[src/assert_macros.svh]
// Assertion macros shared by the bounding box RTL.
// Every macro samples on i_clk and is disabled while i_rst_n is low.
`ifndef ASSERT_MACROS_SVH
`define ASSERT_MACROS_SVH

// Plain clocked property check
`define OBB_ASSERT(lbl, prop, msg) \
    lbl: assert property (@(posedge i_clk) disable iff (!i_rst_n) (prop)) else $error(msg);

// Implication checked in the same cycle
`define OBB_ASSERT_IMP(lbl, ante, cons, msg) \
    lbl: assert property (@(posedge i_clk) disable iff (!i_rst_n) (ante) |-> (cons)) \
        else $error(msg);

// Implication checked in the following cycle
`define OBB_ASSERT_NEXT(lbl, ante, cons, msg) \
    lbl: assert property (@(posedge i_clk) disable iff (!i_rst_n) (ante) |=> (cons)) \
        else $error(msg);

`endif

[src/obb_pkg.sv]
// Shared types, constants and helpers for the opaque bounding box block.
// No dependencies; imported by obb_tracker, obb_rect and the top level.
package obb_pkg;

    // Largest frame side; coordinate and size widths follow from it
    localparam int MAX_DIM  = 4096;
    localparam int COORD_W  = $clog2(MAX_DIM);
    localparam int DIM_W    = COORD_W + 1;
    localparam int BORDER_W = 12;
    localparam int CHAN_W   = 8;

    // Configuration register indexes
    typedef enum logic [1:0] {
        CFG_FRAME_WIDTH  = 2'd0,
        CFG_FRAME_HEIGHT = 2'd1,
        CFG_BORDER       = 2'd2,
        CFG_ZERO_ALPHA   = 2'd3
    } t_cfg_idx;

    typedef struct packed {
        logic [DIM_W-1:0]    frame_width;
        logic [DIM_W-1:0]    frame_height;
        logic [BORDER_W-1:0] border;
        logic                zero_alpha;
    } t_cfg;

    typedef struct packed {
        logic [CHAN_W-1:0] red;
        logic [CHAN_W-1:0] green;
        logic [CHAN_W-1:0] blue;
        logic [CHAN_W-1:0] alpha;
        logic              last_pixel;
    } t_pixel;

    // Final extent of one frame set, handed from tracker to rectangle stage
    typedef struct packed {
        logic [COORD_W-1:0] least_x;
        logic [COORD_W-1:0] least_y;
        logic [COORD_W-1:0] greatest_x;
        logic [COORD_W-1:0] greatest_y;
        logic               seen;
    } t_box;

    // Handshake between tracker and rectangle stage
    typedef struct packed {
        logic valid;
        logic ready;
    } t_hs;

    // Force a frame side into 1..MAX_DIM
    function automatic logic [DIM_W-1:0] clamp_dim(input logic [DIM_W-1:0] v);
        logic [DIM_W-1:0] res;
        res = v;
        if (v == '0) begin
            res = DIM_W'(1);
        end else if (v > DIM_W'(MAX_DIM)) begin
            res = DIM_W'(MAX_DIM);
        end
        return res;
    endfunction

endpackage

[src/opaque_bounding_box.sv]
// Top level of the opaque bounding box block: ports, config registers, input register.
// Depends on obb_pkg, obb_tracker, obb_rect and assert_macros.svh.
//
//  channel  | direction | beat contents
//  ---------+-----------+-----------------------------------------------------------
//  s_axis   | in        | one RGBA pixel in raster order; tlast on final pixel of set
//  m_axis   | out       | bordered rectangle of the set; tuser set when nothing opaque
//  cfg      | in        | register write: frame_width, frame_height, border, zero_alpha
//
// One pixel is accepted per cycle; pixels are never stalled except by a waiting result.
// From the last pixel to its result beat the path runs through the input register,
// tracker extent register, result register. Reset (synchronous, active low) clears
// counters and extent and sets frame size 4096 x 4096, border 0, zero alpha off.
// A stalled result blocks only the next last pixel; ordinary pixels keep flowing.
`include "assert_macros.svh"

module opaque_bounding_box
    import obb_pkg::*;
(
    input  logic                  i_clk,
    input  logic                  i_rst_n,
    // red[7:0], green[15:8], blue[23:16], alpha[31:24]
    input  logic [31:0]           i_s_axis_tdata,
    input  logic                  i_s_axis_tlast,
    input  logic                  i_s_axis_tvalid,
    output logic                  o_s_axis_tready,
    // rect_x[11:0], rect_y[23:12], rect_width[36:24], rect_height[49:37], zero pad
    output logic [55:0]           o_m_axis_tdata,
    // empty_res[0]
    output logic                  o_m_axis_tuser,
    output logic                  o_m_axis_tvalid,
    input  logic                  i_m_axis_tready,
    input  logic                  i_cfg_wr_en,
    input  logic [1:0]            i_cfg_addr,
    input  logic [DIM_W-1:0]      i_cfg_wdata
);

    t_cfg   r_cfg;
    logic   r_s0_v;
    t_pixel r_s0_px;

    logic               px_take;
    logic               s_take;
    t_hs                box_fwd, box_back;
    t_box               box;
    logic [COORD_W-1:0] rect_x, rect_y;
    logic [DIM_W-1:0]   rect_w, rect_h;
    logic               rect_empty;
    t_cfg_idx           cfg_idx;

    assign cfg_idx = t_cfg_idx'(i_cfg_addr);

    // Write configuration registers
    always_ff @(posedge i_clk) begin
        if (!i_rst_n) begin
            r_cfg.frame_width  <= DIM_W'(MAX_DIM);
            r_cfg.frame_height <= DIM_W'(MAX_DIM);
            r_cfg.border       <= '0;
            r_cfg.zero_alpha   <= 1'b0;
        end else if (i_cfg_wr_en) begin
            unique case (cfg_idx)
                CFG_FRAME_WIDTH:  r_cfg.frame_width  <= i_cfg_wdata;
                CFG_FRAME_HEIGHT: r_cfg.frame_height <= i_cfg_wdata;
                CFG_BORDER:       r_cfg.border       <= i_cfg_wdata[BORDER_W-1:0];
                CFG_ZERO_ALPHA:   r_cfg.zero_alpha   <= i_cfg_wdata[0];
                default: ;
            endcase
        end
    end

    // Input register: refill when empty or when the tracker takes the held pixel
    assign o_s_axis_tready = !r_s0_v || px_take;
    assign s_take          = i_s_axis_tvalid && o_s_axis_tready;

    always_ff @(posedge i_clk) begin
        if (!i_rst_n) begin
            r_s0_v <= 1'b0;
        end else if (o_s_axis_tready) begin
            r_s0_v <= i_s_axis_tvalid;
        end
    end

    always_ff @(posedge i_clk) begin
        if (s_take) begin
            r_s0_px.red        <= i_s_axis_tdata[7:0];
            r_s0_px.green      <= i_s_axis_tdata[15:8];
            r_s0_px.blue       <= i_s_axis_tdata[23:16];
            r_s0_px.alpha      <= i_s_axis_tdata[31:24];
            r_s0_px.last_pixel <= i_s_axis_tlast;
        end
    end

    obb_tracker u_tracker (
        .i_clk         (i_clk),
        .i_rst_n       (i_rst_n),
        .i_cfg         (r_cfg),
        .i_px_valid    (r_s0_v),
        .i_px          (r_s0_px),
        .o_px_take     (px_take),
        .o_box_hs_fwd  (box_fwd),
        .i_box_hs_back (box_back),
        .o_box         (box)
    );

    obb_rect u_rect (
        .i_clk         (i_clk),
        .i_rst_n       (i_rst_n),
        .i_cfg         (r_cfg),
        .i_box_hs_fwd  (box_fwd),
        .o_box_hs_back (box_back),
        .i_box         (box),
        .o_valid       (o_m_axis_tvalid),
        .i_ready       (i_m_axis_tready),
        .o_rect_x      (rect_x),
        .o_rect_y      (rect_y),
        .o_rect_width  (rect_w),
        .o_rect_height (rect_h),
        .o_empty       (rect_empty)
    );

    assign o_m_axis_tdata = {6'd0, rect_h, rect_w, rect_y, rect_x};
    assign o_m_axis_tuser = rect_empty;

    `OBB_ASSERT_NEXT(a_s0_held, r_s0_v && !px_take,
        r_s0_v && $stable(r_s0_px), "held pixel overwritten before use")
    `OBB_ASSERT_IMP(a_take_needs_pixel, px_take, r_s0_v,
        "tracker took a pixel from an empty input register")

endmodule

[src/obb_tracker.sv]
// Position counters and opaque extent tracking for the bounding box block.
// Depends on obb_pkg and assert_macros.svh.
`include "assert_macros.svh"

module obb_tracker
    import obb_pkg::*;
(
    input  logic   i_clk,
    input  logic   i_rst_n,
    input  t_cfg   i_cfg,
    input  logic   i_px_valid,
    input  t_pixel i_px,
    output logic   o_px_take,
    output t_hs    o_box_hs_fwd,
    input  t_hs    i_box_hs_back,
    output t_box   o_box
);

    logic [COORD_W-1:0] r_column, r_row;
    logic [COORD_W-1:0] r_least_x, r_least_y, r_greatest_x, r_greatest_y;
    logic               r_seen;
    logic               r_fin_v;
    t_box               r_fin;

    logic [DIM_W-1:0]   fw, fh, col_inc, row_inc;
    logic               transparent, opaque, fin_free;
    t_box               n_box;

    // Classify the pixel and fold its position into the extent
    always_comb begin
        fw          = clamp_dim(i_cfg.frame_width);
        fh          = clamp_dim(i_cfg.frame_height);
        transparent = ((i_px.red == '0) && (i_px.green == '0) &&
                       (i_px.blue == '0) && (i_px.alpha == '0)) ||
                      (i_cfg.zero_alpha && (i_px.alpha == '0));
        opaque      = !transparent;
        n_box.least_x    = (opaque && (r_column < r_least_x)) ? r_column : r_least_x;
        n_box.least_y    = (opaque && (r_row < r_least_y)) ? r_row : r_least_y;
        n_box.greatest_x = (opaque && (r_column > r_greatest_x)) ? r_column : r_greatest_x;
        n_box.greatest_y = (opaque && (r_row > r_greatest_y)) ? r_row : r_greatest_y;
        n_box.seen       = r_seen | opaque;
        col_inc     = {1'b0, r_column} + DIM_W'(1);
        row_inc     = {1'b0, r_row} + DIM_W'(1);
        fin_free    = !r_fin_v || i_box_hs_back.ready;
        o_px_take   = i_px_valid && (!i_px.last_pixel || fin_free);
    end

    // Advance counters and extent; clear them after the last pixel
    always_ff @(posedge i_clk) begin
        if (!i_rst_n) begin
            r_column     <= '0;
            r_row        <= '0;
            r_least_x    <= '1;
            r_least_y    <= '1;
            r_greatest_x <= '0;
            r_greatest_y <= '0;
            r_seen       <= 1'b0;
            r_fin_v      <= 1'b0;
        end else begin
            if (r_fin_v && i_box_hs_back.ready) begin
                r_fin_v <= 1'b0;
            end
            if (o_px_take) begin
                if (i_px.last_pixel) begin
                    r_column     <= '0;
                    r_row        <= '0;
                    r_least_x    <= '1;
                    r_least_y    <= '1;
                    r_greatest_x <= '0;
                    r_greatest_y <= '0;
                    r_seen       <= 1'b0;
                    r_fin_v      <= 1'b1;
                end else begin
                    r_least_x    <= n_box.least_x;
                    r_least_y    <= n_box.least_y;
                    r_greatest_x <= n_box.greatest_x;
                    r_greatest_y <= n_box.greatest_y;
                    r_seen       <= n_box.seen;
                    if (col_inc >= fw) begin
                        r_column <= '0;
                        r_row    <= (row_inc >= fh) ? '0 : row_inc[COORD_W-1:0];
                    end else begin
                        r_column <= col_inc[COORD_W-1:0];
                    end
                end
            end
        end
    end

    // Hold the final extent for the rectangle stage
    always_ff @(posedge i_clk) begin
        if (o_px_take && i_px.last_pixel) begin
            r_fin <= n_box;
        end
    end

    assign o_box_hs_fwd.valid = r_fin_v;
    assign o_box_hs_fwd.ready = fin_free;
    assign o_box              = r_fin;

    `OBB_ASSERT_NEXT(a_clear_after_last, o_px_take && i_px.last_pixel,
        (r_column == '0) && (r_row == '0) && !r_seen && r_fin_v,
        "tracking not cleared after last pixel")
    `OBB_ASSERT_NEXT(a_fin_held, r_fin_v && !i_box_hs_back.ready,
        r_fin_v && $stable(r_fin), "final extent lost while stalled")

endmodule

[src/obb_rect.sv]
// Bordered rectangle computation and result register of the bounding box block.
// Depends on obb_pkg and assert_macros.svh.
`include "assert_macros.svh"

module obb_rect
    import obb_pkg::*;
(
    input  logic               i_clk,
    input  logic               i_rst_n,
    input  t_cfg               i_cfg,
    input  t_hs                i_box_hs_fwd,
    output t_hs                o_box_hs_back,
    input  t_box               i_box,
    output logic               o_valid,
    input  logic               i_ready,
    output logic [COORD_W-1:0] o_rect_x,
    output logic [COORD_W-1:0] o_rect_y,
    output logic [DIM_W-1:0]   o_rect_width,
    output logic [DIM_W-1:0]   o_rect_height,
    output logic               o_empty
);

    logic               r_out_v;
    logic [COORD_W-1:0] r_x, r_y;
    logic [DIM_W-1:0]   r_w, r_h;
    logic               r_empty;

    logic               out_free;
    logic [COORD_W-1:0] n_x, n_y;
    logic [DIM_W-1:0]   n_w, n_h;

    // Origin clamped at zero, end clamped at the frame side
    function automatic logic [COORD_W+DIM_W-1:0] edge_span(
        input logic [COORD_W-1:0]  lo,
        input logic [COORD_W-1:0]  hi,
        input logic [BORDER_W-1:0] brd,
        input logic [DIM_W-1:0]    dim
    );
        logic [COORD_W-1:0] org;
        logic [DIM_W-1:0]   fin;
        logic [DIM_W-1:0]   sz;
        org = ({1'b0, lo} > {1'b0, brd}) ? COORD_W'({1'b0, lo} - {1'b0, brd}) : '0;
        fin = {1'b0, hi} + DIM_W'(1) + DIM_W'(brd);
        if (fin > dim) begin
            fin = dim;
        end
        sz = (fin > {1'b0, org}) ? (fin - {1'b0, org}) : '0;
        return {org, sz};
    endfunction

    // Build the rectangle from the final extent
    always_comb begin
        {n_x, n_w} = edge_span(i_box.least_x, i_box.greatest_x, i_cfg.border,
                               clamp_dim(i_cfg.frame_width));
        {n_y, n_h} = edge_span(i_box.least_y, i_box.greatest_y, i_cfg.border,
                               clamp_dim(i_cfg.frame_height));
        out_free   = !r_out_v || i_ready;
    end

    // Result valid advances whenever the slot is free
    always_ff @(posedge i_clk) begin
        if (!i_rst_n) begin
            r_out_v <= 1'b0;
        end else if (out_free) begin
            r_out_v <= i_box_hs_fwd.valid;
        end
    end

    // Load the result beat; empty set gives zeros
    always_ff @(posedge i_clk) begin
        if (out_free && i_box_hs_fwd.valid) begin
            r_empty <= !i_box.seen;
            r_x     <= i_box.seen ? n_x : '0;
            r_y     <= i_box.seen ? n_y : '0;
            r_w     <= i_box.seen ? n_w : '0;
            r_h     <= i_box.seen ? n_h : '0;
        end
    end

    assign o_box_hs_back.valid = r_out_v;
    assign o_box_hs_back.ready = out_free;
    assign o_valid             = r_out_v;
    assign o_rect_x            = r_x;
    assign o_rect_y            = r_y;
    assign o_rect_width        = r_w;
    assign o_rect_height       = r_h;
    assign o_empty             = r_empty;

    `OBB_ASSERT_IMP(a_empty_zero, r_out_v && r_empty,
        (r_x == '0) && (r_y == '0) && (r_w == '0) && (r_h == '0),
        "empty result carries a nonzero rectangle")
    `OBB_ASSERT_IMP(a_width_in_frame, r_out_v,
        r_w <= DIM_W'(MAX_DIM) && r_h <= DIM_W'(MAX_DIM),
        "rectangle larger than the largest frame")

endmodule

[config.mk]
export PLATFORM = sky130hd
export DESIGN_NAME = opaque_bounding_box
export DESIGN_NICKNAME = d
export VERILOG_FILES = /design/src/obb_pkg.sv /design/src/opaque_bounding_box.sv /design/src/obb_tracker.sv /design/src/obb_rect.sv
export VERILOG_INCLUDE_DIRS = /design/src /design/src/src
export SDC_FILE = /design/constraint.sdc
export NUM_CORES = 1
export LEC_CHECK = 0
export ABC_CLOCK_PERIOD_IN_PS = 6040
export BUFFER_PORTS_ARGS = -buffer_cell sky130_fd_sc_hd__buf_2
export CAP_MARGIN = 20
export CORE_MARGIN = 2
export CORE_UTILIZATION = 37
export DETAILED_ROUTE_END_ITERATION = 6
export MAX_ROUTING_LAYER = met4
export PLACE_DENSITY_LB_ADDON = 0.1
export SLEW_MARGIN = 15
export SYNTH_ARGS = -nofsm -noshare
export SYNTH_HDL_FRONTEND = slang
export SYNTH_SLANG_ARGS = --single-unit
[constraint.sdc]
create_clock -name i_clk -period 6.04 [get_ports i_clk]
set_input_delay 0.302 -clock i_clk [delete_from_list [all_inputs] [get_ports i_clk]]
set_output_delay 0.302 -clock i_clk [all_outputs]
set_load 0.01 [all_outputs]
# [Yosys cells after proc, flatten, opt, wreduce, memory -nomap -nowiden]
# Cells that the tools add are included.
[op_classes] add_sub_neg=10 magnitude_cmp=14 n_eq_ne=3 mux=25 bitwise_logic=1 reduce_logical=38
[ops] operator="$mux 12" n=15
[ops] operator="$mux 13" n=6
[ops] operator="$add 12x1->13 const B" n=4
[ops] operator="$gt 12x12->1" n=4
[ops] operator="$logic_not 8->1" n=4
[ops] operator="$add 13x12->13" n=2
[ops] operator="$ge 13x13->1" n=2
[ops] operator="$gt 13x12->1" n=2
[ops] operator="$gt 13x13->1" n=2
[ops] operator="$gt 13x13->1 const B" n=2
[ops] operator="$logic_not 13->1" n=2
[ops] operator="$sub 13x12->13" n=2
[ops] operator="$lt 12x12->1" n=2
[ops] operator="$sub 12x12->12" n=2
[ops] operator="$reduce_and 2->1" n=7
[ops] operator="$logic_and 1x1->1" n=12
[ops] operator="$logic_not 1->1" n=6
[ops] operator="$logic_or 1x1->1" n=5
[ops] operator="$eq 2x2->1 const B" n=2
[ops] operator="$mux 1" n=4
[ops] operator="$eq 2x1->1 const B" n=1
[ops] operator="$logic_not 2->1" n=1
[ops] operator="$reduce_bool 2->1" n=1
[ops] operator="$or 1x1->1" n=1
[totals] ff_bits=248 in_bits=53 output_inout_bits=59 wordCells=120

# [Longest topological paths before layout]
# Gate-level depths: netlist (run 1).
[logic_depth] word_depth=9 mapped_depth=28 ltp_nobuf=27

# [By module]
# Synthesis (run 1) repeated with hierarchy kept, for this count alone.
[unflattened] cells_unflattened=1642 hier_area_um2=15756.4
[by_module_without_submodules] module="obb_tracker" instances=1 cells_per_inst=732 area_per_inst_um2=7123.1 seq_area_each_um2=2952.8
[by_module_without_submodules] module="obb_rect" instances=1 cells_per_inst=720 area_per_inst_um2=6072.1 seq_area_each_um2=1551.5
[by_module_without_submodules] module="opaque_bounding_box" instances=1 cells_per_inst=190 area_per_inst_um2=2561.2 seq_area_each_um2=1791.7

# [Least setup slack after synthesis (run 1)]
# Ideal clock, no wire load.
[synth_timing] kind="flip-flop to flip-flop" from="register r_cfg[1] (netlist name)" to="register u_rect.r_h[10], in the netlist u_rect.o_rect_height[10] (data pin)" setup_time_ps=257 arrival_ps=5414 required_ps=5783 path_slack_ps=370 stages_incl_launch_ff=26 path_buffers=2 period_less_slack_ps=5670 path_cell_list="dfxtp_1 inv_1 ha_1 inv_1 fa_1 a211oi_1 nor2_1 o211ai_1 nand2b_1 a21oi_1 xnor2_1 ha_1 nand2_1 or3_1 o41ai_2 buf_2 mux2_2 ha_1 o21a_1 o31a_1 o41ai_2 a31o_2 a21oi_1 a311oi_2 buf_2 nor2_1"
[synth_via] elab_chain_len=5 elab_cells_between_ends=9 cone_classes="add/sub (3); order compare (3); mux (2); reduce/logical (1)"
[synth_lines] item="start, declared" line_no="opaque_bounding_box.sv:38" rtl="t_cfg r_cfg;"
[synth_lines] item="$add 13x12->13" line_no="obb_rect.sv:43" rtl="fin = {1'b0, hi} + DIM_W'(1) + DIM_W'(brd);"
[synth_lines] item="$gt 13x13->1" line_no="obb_rect.sv:44" rtl="if (fin > dim) begin"
[synth_lines] item="$mux 13" line_no="obb_rect.sv:44"
[synth_lines] item="$gt 13x12->1" line_no="obb_rect.sv:47" rtl="sz = (fin > {1'b0, org}) ? (fin - {1'b0, org}) : '0;"
[synth_lines] item="$reduce_and 2->1 (no source line)"
[synth_lines] item="end signal, assigned" line_no="obb_rect.sv:76" rtl="r_h <= i_box.seen ? n_h : '0;"
[synth_lines] item="end, declared" line_no="obb_rect.sv:25" rtl="logic [DIM_W-1:0] r_w, r_h;"
# Several ways; a longest one is shown, not always the timed one.
# A chain may end at the register's enable or synchronous reset.

# [Worst setup path in the final report (run 1)]
[layout_timing] from="register r_cfg[3] (netlist name)" to="register u_rect.r_h[6], in the netlist u_rect.o_rect_height[6] (data pin)"
# The elaborated chain is that of the path after synthesis.

==> summary.txt, run 1 <==
Outcome
  • Status: finished clean

STA
  • Final Hold Fails: 0
  • Worst-Margin Slew: roughly 1.1 ns
  • Max_slew headroom: 28.7%
  • Skew final: between 0.02 and 0.025 ns
  • Slew Limit Fails: 0
  • Fmax: 172 MHz
  • Fin crit period: 5.81 ns
  • Final setup margin: roughly 0.23 ns
  • Period utilisation layout: 96.1%
  • Finish-stage setup viols: 0
  • Final setup TNS: 0 ns

Logic synthesis
  • FFs w/ async S/R, synth: 0%
  • Synth cell count leaders: ha_1 (172), nand2_1 (167), edfxtp_1 (133)
  • Avg Cell Area, Syn: 9.73 µm²
  • Number of synthesized flops with an enable pin: about 130
  • Share of the synthesized area in the top cell type: 25.4%
  • Syn. warnings: 0
  • Synth Flop Type: edfxtp_1
  • Largest area contributor in the netlist: edfxtp_1
  • Mapped Area: about 16000 µm²
  • Netlist cell types: 70
  • Synth Register Bits: 248
  • Register area share after synthesis: 40.0%
  • Synth top area cells: edfxtp_1 (25%), dfxtp_1 (15%), ha_1 (14%)
  • Most frequent cell after synthesis: ha_1
  • Cell count after synthesis: 1618

Flow run
  • # Max-Cap Violations: 0

Clocking
  • Clock slew at the register clock pins of the worst setup and hold paths: around 0.06 ns
  • Maximum buffer depth of the clock tree: 3
  • Clk_lat worst skew: about 0.56 ns
  • CTS tree: yes
  • H-Tree Depth: 1
  • Clk Tree Root Cell: clkbuf_16
  • Clk sinks: 248
  • Total CTS buffers: 29

GRT
  • Overall Global Routing Usage: 20.7%
  • Vias in the first global route: approximately 12000
  • Pin count of the biggest net entering global routing: between 50 and 60
  • First-pass GRT wire length: ~69 mm
  • Total gr overflow: 0
  • Antenna violations before repair: 0

Place
  • Routability Congestion: 0.879
  • Cell count after placement: 2221
  • Final HPWL DP: 34.3 mm
  • Buffers on Ports: 105
  • Pre-CTS setup slack: 0.0403 ns

Hold path
  • Hold crit path type: input pin to register

Routing
  • Post-DR vias/cell: 5.29
  • Iter 0 DRT Violations: 739
  • DRC violations left: 0
  • Initial DRT Pass Iterations: 5
  • Detailed-route via count: 12300
  • ANT nets after route: 0
  • Total Wirelength: 44.9 mm
  • Wirelength per Cell: a little under 20 µm

Die
  • Initial Utilization: about 38%
  • Core ar.: 41900 µm²
  • Die height: around 210 µm
  • Horiz. Die Dim: between 200 and 250 µm
  • Cell Rows: 75
  • IO Pins: about 110
  • Die area: 44200 µm²

Finish
  • Fin cells: 2324
  • Fillers: 3997
  • Layout cell share with drive strength beyond 1: 16.9%
  • Final core utilization: 43.9%
  • Ant diodes: 0
  • Layout net count: ~2000
  • P&R area growth vs syn: 16.9%

Setup path
  • Worst setup startpoint: r_cfg[3]
  • CP endpoint: u_rect.o_rect_height[6]
  • CP max FO: 5
  • Worst Path Arrival: 6.12 ns
  • CP startpoint kind: register
  • WS Path Type: register to register
  • Reg2Reg Depth: 23
  • Critical Path RT: 6.35 ns
  • Worst r2r dst: u_rect.o_rect_height[6]
  • Reg2reg setup slack: 0.23 ns
  • Critical path endpoint category: register
  • Reg-to-Reg Start: r_cfg[3]

Power and ir drop
  • Power Total: 4.33 mW
  • P per Cell Area: 235 nW/µm²
  • Worst vdd ir: 0.179 mV
  • Leakage: 7.85 nW
-- stage by stage --
step	cell area (µm²)	hold slack, ns
after CTS	18100	0.0212
final	18400	0.0516
after floorplan	15800	0.401
after global routing	18400	0.0388
after global placement	16800	0.441
after detailed placement	16900	0.452
-- per-layer routing --
layer	wire length (µm)	share of wire, %	global-route usage, %
met1	22200	49	29.1
met2	19700	44	31.8
met3	2060	4.6	2.62
met4	971	2.2	5.14
met5	0	0	-
-- worst max-delay path: stages (launching register included) --
cell and delay (ns):
dfxtp_1 0.45, ha_1 0.34, o21a_1 0.20, o31a_1 0.13
o41ai_2 0.29, o21ai_1 0.18, xor2_1 0.29, ha_1 0.30
or3_1 0.35, o211ai_1 0.11, a21oi_2 0.09, nand2b_4 0.16
o41ai_4 0.07, buf_4 0.21, mux2_2 0.34, ha_1 0.30
nor2b_1 0.15, o31a_1 0.34, o41ai_2 0.41, a31o_2 0.24
a21oi_2 0.07, a311oi_2 0.28, buf_2 0.22, nor2_1 0.05
-- cell type report --
type                    count  area (µm²)  share of cell area (%)
repair buffers            184        1240                    6.72
clock buffers              34         744                    4.05
well taps                 539         674                    3.66
clock inverters            19         184                   0.999
multi-input cells        1186        8840                    48.0
flip-flops and latches    248        6300                    34.2
inverters                 114         428                    2.33
-- power by group --
group | total, mW | internal, mW | switching [mW]
Sequential | 1.88 | 1.84 | 0.0366
Combinational | 0.715 | 0.304 | 0.411
Clock | 1.74 | 1.01 | 0.727
Total | 4.33 | 3.16 | 1.17
-- cells by family (layout without fill, tap and decap cells) --
kind of cell | Yosys count | in the layout | synth area share (%)
AO/OA/AOI/OAI | 375 | 375 | 17.0
XOR/XNOR | 69 | 69 | 3.84
adder cells (fa/ha/maj) | 178 | 178 | 14.4
buffers and inverters | 189 | 351 | 4.83
flip-flops | 248 | 248 | 40.0
multiplexers | 64 | 64 | 4.51
other | 1 | 6 | 0.0238
AND/OR/NAND/NOR | 494 | 494 | 15.4
-- sequential cells by signal (all words and copies together), names as in the netlist --
signal	cells
u_tracker.o_box	49
u_rect.o_rect_width	13
u_tracker.r_fin_v	1
r_s0_px	33
u_rect.o_rect_x	12
u_tracker.r_greatest_x	12
u_rect.o_rect_height	13
u_tracker.r_seen	1
u_rect.o_valid	1
u_rect.o_empty	1
r_cfg	39
u_tracker.r_column	12
u_tracker.r_least_x	12
u_tracker.r_greatest_y	12
u_rect.o_rect_y	12
u_tracker.r_least_y	12
r_s0_v	1
u_tracker.r_row	12
-- cell usage in the layout, fill, tap and decap left out, types with 30 or more instances in the layout --
master / synthesis / layout
ha_1: 172 / 172
nand2_1: 167 / 166
edfxtp_1: 133 / 133
dfxtp_1: 115 / 114
inv_1: 113 / 111
buf_2: 17 / 106
nor2_1: 79 / 78
a21oi_1: 62 / 57
o21ai_0: 57 / 55
mux2_2: 54 / 54
nor3_1: 48 / 48
a21boi_0: 46 / 46
a31oi_1: 41 / 40
buf_4: 6 / 40
xnor2_1: 40 / 39
nor2b_1: 38 / 37
dlygate4sd3_1: 0 / 34
nand3_1: 32 / 32
a32o_1: 30 / 30
-- how the worst min path moves through the flow --
stage / depth (start not counted) / end / slack, ns / startpoint
2_1_floorplan: 0 / r_s0_px[0] / 0.40 / i_s_axis_tlast
3_3_place_gp: 2 / u_tracker.r_seen / 0.44 / u_tracker.r_seen
3_5_place_dp: 2 / u_tracker.r_seen / 0.45 / u_tracker.r_seen
4_1_cts: 3 / r_cfg[23] / 0.02 / i_cfg_wdata[10]
5_1_grt: 3 / r_cfg[23] / 0.04 / i_cfg_wdata[10]
6_report: 3 / r_cfg[23] / 0.05 / i_cfg_wdata[10]
-- repair_timing --
item	in CTS	in global routing
buffers inserted	0	11
hold buffers	34	0
gates cloned	0	2
setup endpoints to repair	5	26
endpoints found under the hold margin	34	0
pin swaps	0	18
resized for setup	1	28
Power figures use the tool's default switching activity.
==> inputs of run 2 (changes only) <==
--- a/config.mk
+++ b/config.mk
@@ -10,7 +10,7 @@
 export BUFFER_PORTS_ARGS = -buffer_cell sky130_fd_sc_hd__buf_2
 export CAP_MARGIN = 20
 export CORE_MARGIN = 2
-export CORE_UTILIZATION = 37
+export CORE_UTILIZATION = 40
 export DETAILED_ROUTE_END_ITERATION = 6
 export MAX_ROUTING_LAYER = met4
 export PLACE_DENSITY_LB_ADDON = 0.1
==> run 2 against run 1 <==
  * Total power increased by 2.8%
  * Critical path depth is 4 higher
  * Via count fell by 0.33%
  * Final cell count fell by 1.7%
  * Clock power increased by 7%
  * Clock-buffer cell count is the same
  * Wire length decreased by 1.8%
  * Die area fell by 7.4%
  * Setup slack better by 0.014 ns
  * Utilization is 3.3 points higher
==> summary.txt, run 2 (synthesis gave the netlist of run 1 again) <==
Power and ir drop
  • P per Cell Area: 244 nW/µm² (+3.5%)
  • Worst vdd ir: 0.244 mV (+36%)
  • Clock network power share: 41.8% (+1.7 points)
  • Sequential Power Share: 42.2% (-1.2 points)
  • Internal Power: 3.25 mW (+2.9%)
  • Leakage: 7.77 nW (-0.97%)
  • Sw frac: 27.0% (-0.077 points)
  • P_sw: 1.20 mW (+2.5%)
  • Comb power frac: 15.9% (-0.6 points)

Setup path
  • Critical Path RT: 6.37 ns (+0.02 ns)
  • Reg2Reg Depth: 27 (+17%)
  • CP peak stage delay: 0.37 ns (-0.08 ns)
  • CP delay by family, top: compound AO/OA/AOI/OAI gates
  • Reg2reg setup slack: 0.25 ns (about the same)
  • Worst r2r dst: u_rect.o_rect_height[11]
  • Critical path endpoint category: register
  • WS Path Type: register to register
  • CP max FO: 8 (+3)
  • Worst Path Arrival: 6.12 ns (about the same)
  • WP buf/inv: 3 (+1)
  • Slowest CP cell: o41ai_4
  • Most common cell on crit path: ha_1
  • Reg-to-Reg Start: r_cfg[1]
  • CP startpoint kind: register

Place
  • Routability Congestion: 0.902 (+2.6%)
  • Final HPWL DP: 33.7 mm (-2.0%)
  • Cell count after placement: 2193 (-1.3%)
  • Placed Area: 16800 µm² (-0.40%)
  • Buffers on Ports: 105 (unchanged)

GRT
  • Total gr overflow: 0 (unchanged)
  • Vias in the first global route: 11900 (+1.4%)
  • Pin count of the biggest net entering global routing: 59 (unchanged)
  • First-pass GRT wire length: 69.1 mm (-0.17%)
  • Antenna violations before repair: 0 (unchanged)
  • Overall Global Routing Usage: 22.1% (+1.4 points)

Clocking
  • Maximum buffer depth of the clock tree: 3 (unchanged)
  • Total CTS buffers: 29 (unchanged)
  • Clk sinks: 248 (unchanged)
  • Clk Tree Root Cell: clkbuf_16
  • Clock slew at the register clock pins of the worst setup and hold paths: 0.07 ns (about the same)
  • Clk_lat worst skew: 0.59 ns (+0.03 ns)
  • H-Tree Depth: 1 (unchanged)
  • CTS tree: yes

Die
  • IO Pins: 112 (unchanged)
  • Initial Utilization: 40.7% (+3.1 points)
  • Horiz. Die Dim: 202 µm (-3.8%)
  • Die height: 202 µm (-3.8%)
  • Die area: 41000 µm² (-7.4%)
  • Cell Rows: 72 (-4.0%)
  • Core ar.: 38700 µm² (-7.7%)

Hold path
  • Hold Crit Endpoint: r_cfg[34]
  • Hold Path Stages: 3 (unchanged)
  • Hold crit path type: input pin to register
  • Hold Path Origin: i_cfg_wdata[8]

Flow run
  • # Max-Cap Violations: 0 (unchanged)

Routing
  • ANT nets after route: 0 (unchanged)
  • Wirelength per Cell: 19.3 µm (about the same)
  • Initial DRT Pass Iterations: 5 (unchanged)
  • Post-DR vias/cell: 5.36 (+1.4%)
  • Total Wirelength: 44.1 mm (-1.8%)
  • Iter 0 DRT Violations: 684 (-7.4%)
  • DRC violations left: 0 (unchanged)
  • Detailed-route via count: 12300 (-0.33%)

Finish
  • Most common cell after layout, fill and taps aside: ha_1
  • Max reg flops: 49 (unchanged)
  • Commonest cells after routing, fill and taps aside: ha_1 (171), nand2_1 (167), edfxtp_1 (133), dfxtp_1 (114), inv_1 (112)
  • Final instance area: 18300 µm² (-0.65%)
  • Fin cells: 2285 (-1.7%)
  • Layout cell share with drive strength beyond 1: 16.0% (-0.90 points)
  • P&R area growth vs syn: 16.1%
  • Final core utilization: 47.2% (+3.3 points)
  • Ant diodes: 0 (unchanged)
  • Layout net count: 1975 (-0.95%)

STA
  • Worst-Margin Slew: 1.06 ns (-0.0121 ns)
  • Period utilisation layout: 95.9% (-0.24 points)
  • Finish-stage setup viols: 0 (unchanged)
  • Slew Limit Fails: 0 (unchanged)
  • Max_slew headroom: 29.5% (+0.80 points)
  • Fin crit period: 5.79 ns (-0.0144 ns)
  • Final Hold Fails: 0 (unchanged)
  • Fmax: 173 MHz (+0.25%)
  • Skew final: 0.0253 ns (+0.00345 ns)

Outcome
  • Status: finished clean
## run 2: changes by cell type in the layout (fill, tap and decap cells not counted), sizes merged
cell | before | now
clkdlybuf4s15 | 1 | 0
clkinv | 13 | 11
bufinv | 3 | 5
buf | 149 | 131
clkinvlp | 3 | 4
## run 2: routing by layer
metal  up-vias  global-route usage (%)  wire [µm]
li1       6148                       -          -
met5         -                       -          0
met3        66                    2.31       1550
met1      5779                    31.2      21900
met4         0                    5.92       1210
met2       264                    33.9      19500
## run 2: timing repair
action | 4_1_cts | 5_1_grt
endpoints found under the setup margin | 0 | 26
setup buffers | 0 | 3
endpoints found under the hold margin | 34 | 0
hold buffers | 34 | 0
resized for setup | 0 | 24
## run 2: power by group through the flow
| stage | Clock (mW) | Combinational (mW) | Sequential [mW] |
|---|---|---|---|
| after detailed placement | 0 | 0.675 | 1.92 |
| final | 1.86 | 0.710 | 1.88 |
| after global placement | 0 | 0.672 | 1.91 |
| after global routing | 1.95 | 0.786 | 1.88 |
| after CTS | 1.90 | 0.693 | 1.88 |
| after floorplan | 0 | 0.482 | 1.91 |
## run 2: how the worst max path moves through the flow
stage,endpoint,depth (start not counted),startpoint,slack [ns]
4_1_cts,u_rect.o_rect_height[2],25,r_cfg[1],0.05
3_3_place_gp,u_rect.o_rect_height[2],24,r_cfg[1],0.18
2_1_floorplan,u_rect.o_rect_height[10],25,r_cfg[1],0.37
3_5_place_dp,u_rect.o_rect_height[2],25,r_cfg[1],0.06
5_1_grt,u_rect.o_rect_height[0],27,r_cfg[1],-0.10
6_report,u_rect.o_rect_height[11],27,r_cfg[1],0.25
## run 2: layout make-up
cell class	count	area [µm²]
clock buffers	34	754
clock inverters	20	249
fillers	3773	20500
inverters	114	428
multi-input cells	1186	8840
flip-flops and latches	248	6300
well taps	518	648
repair buffers	165	1060
## run 2: worst min-delay path, cell delays in order
cell and delay (ns):
buf_2 0.13, nand2_1 0.05, a21boi_0 0.06
## run 2: stage by stage
step	power, mW	hold WS, ns	setup TNS, ns	worst slack (ns)
floorplan	2.39	0.401	0	0.370
global placement	2.59	0.443	0	0.177
finish	4.45	0.0342	0	0.248
detailed placement	2.59	0.458	0	0.0630
CTS	4.47	0.0117	0	0.0478
global route	4.62	0.0302	-0.917	-0.100
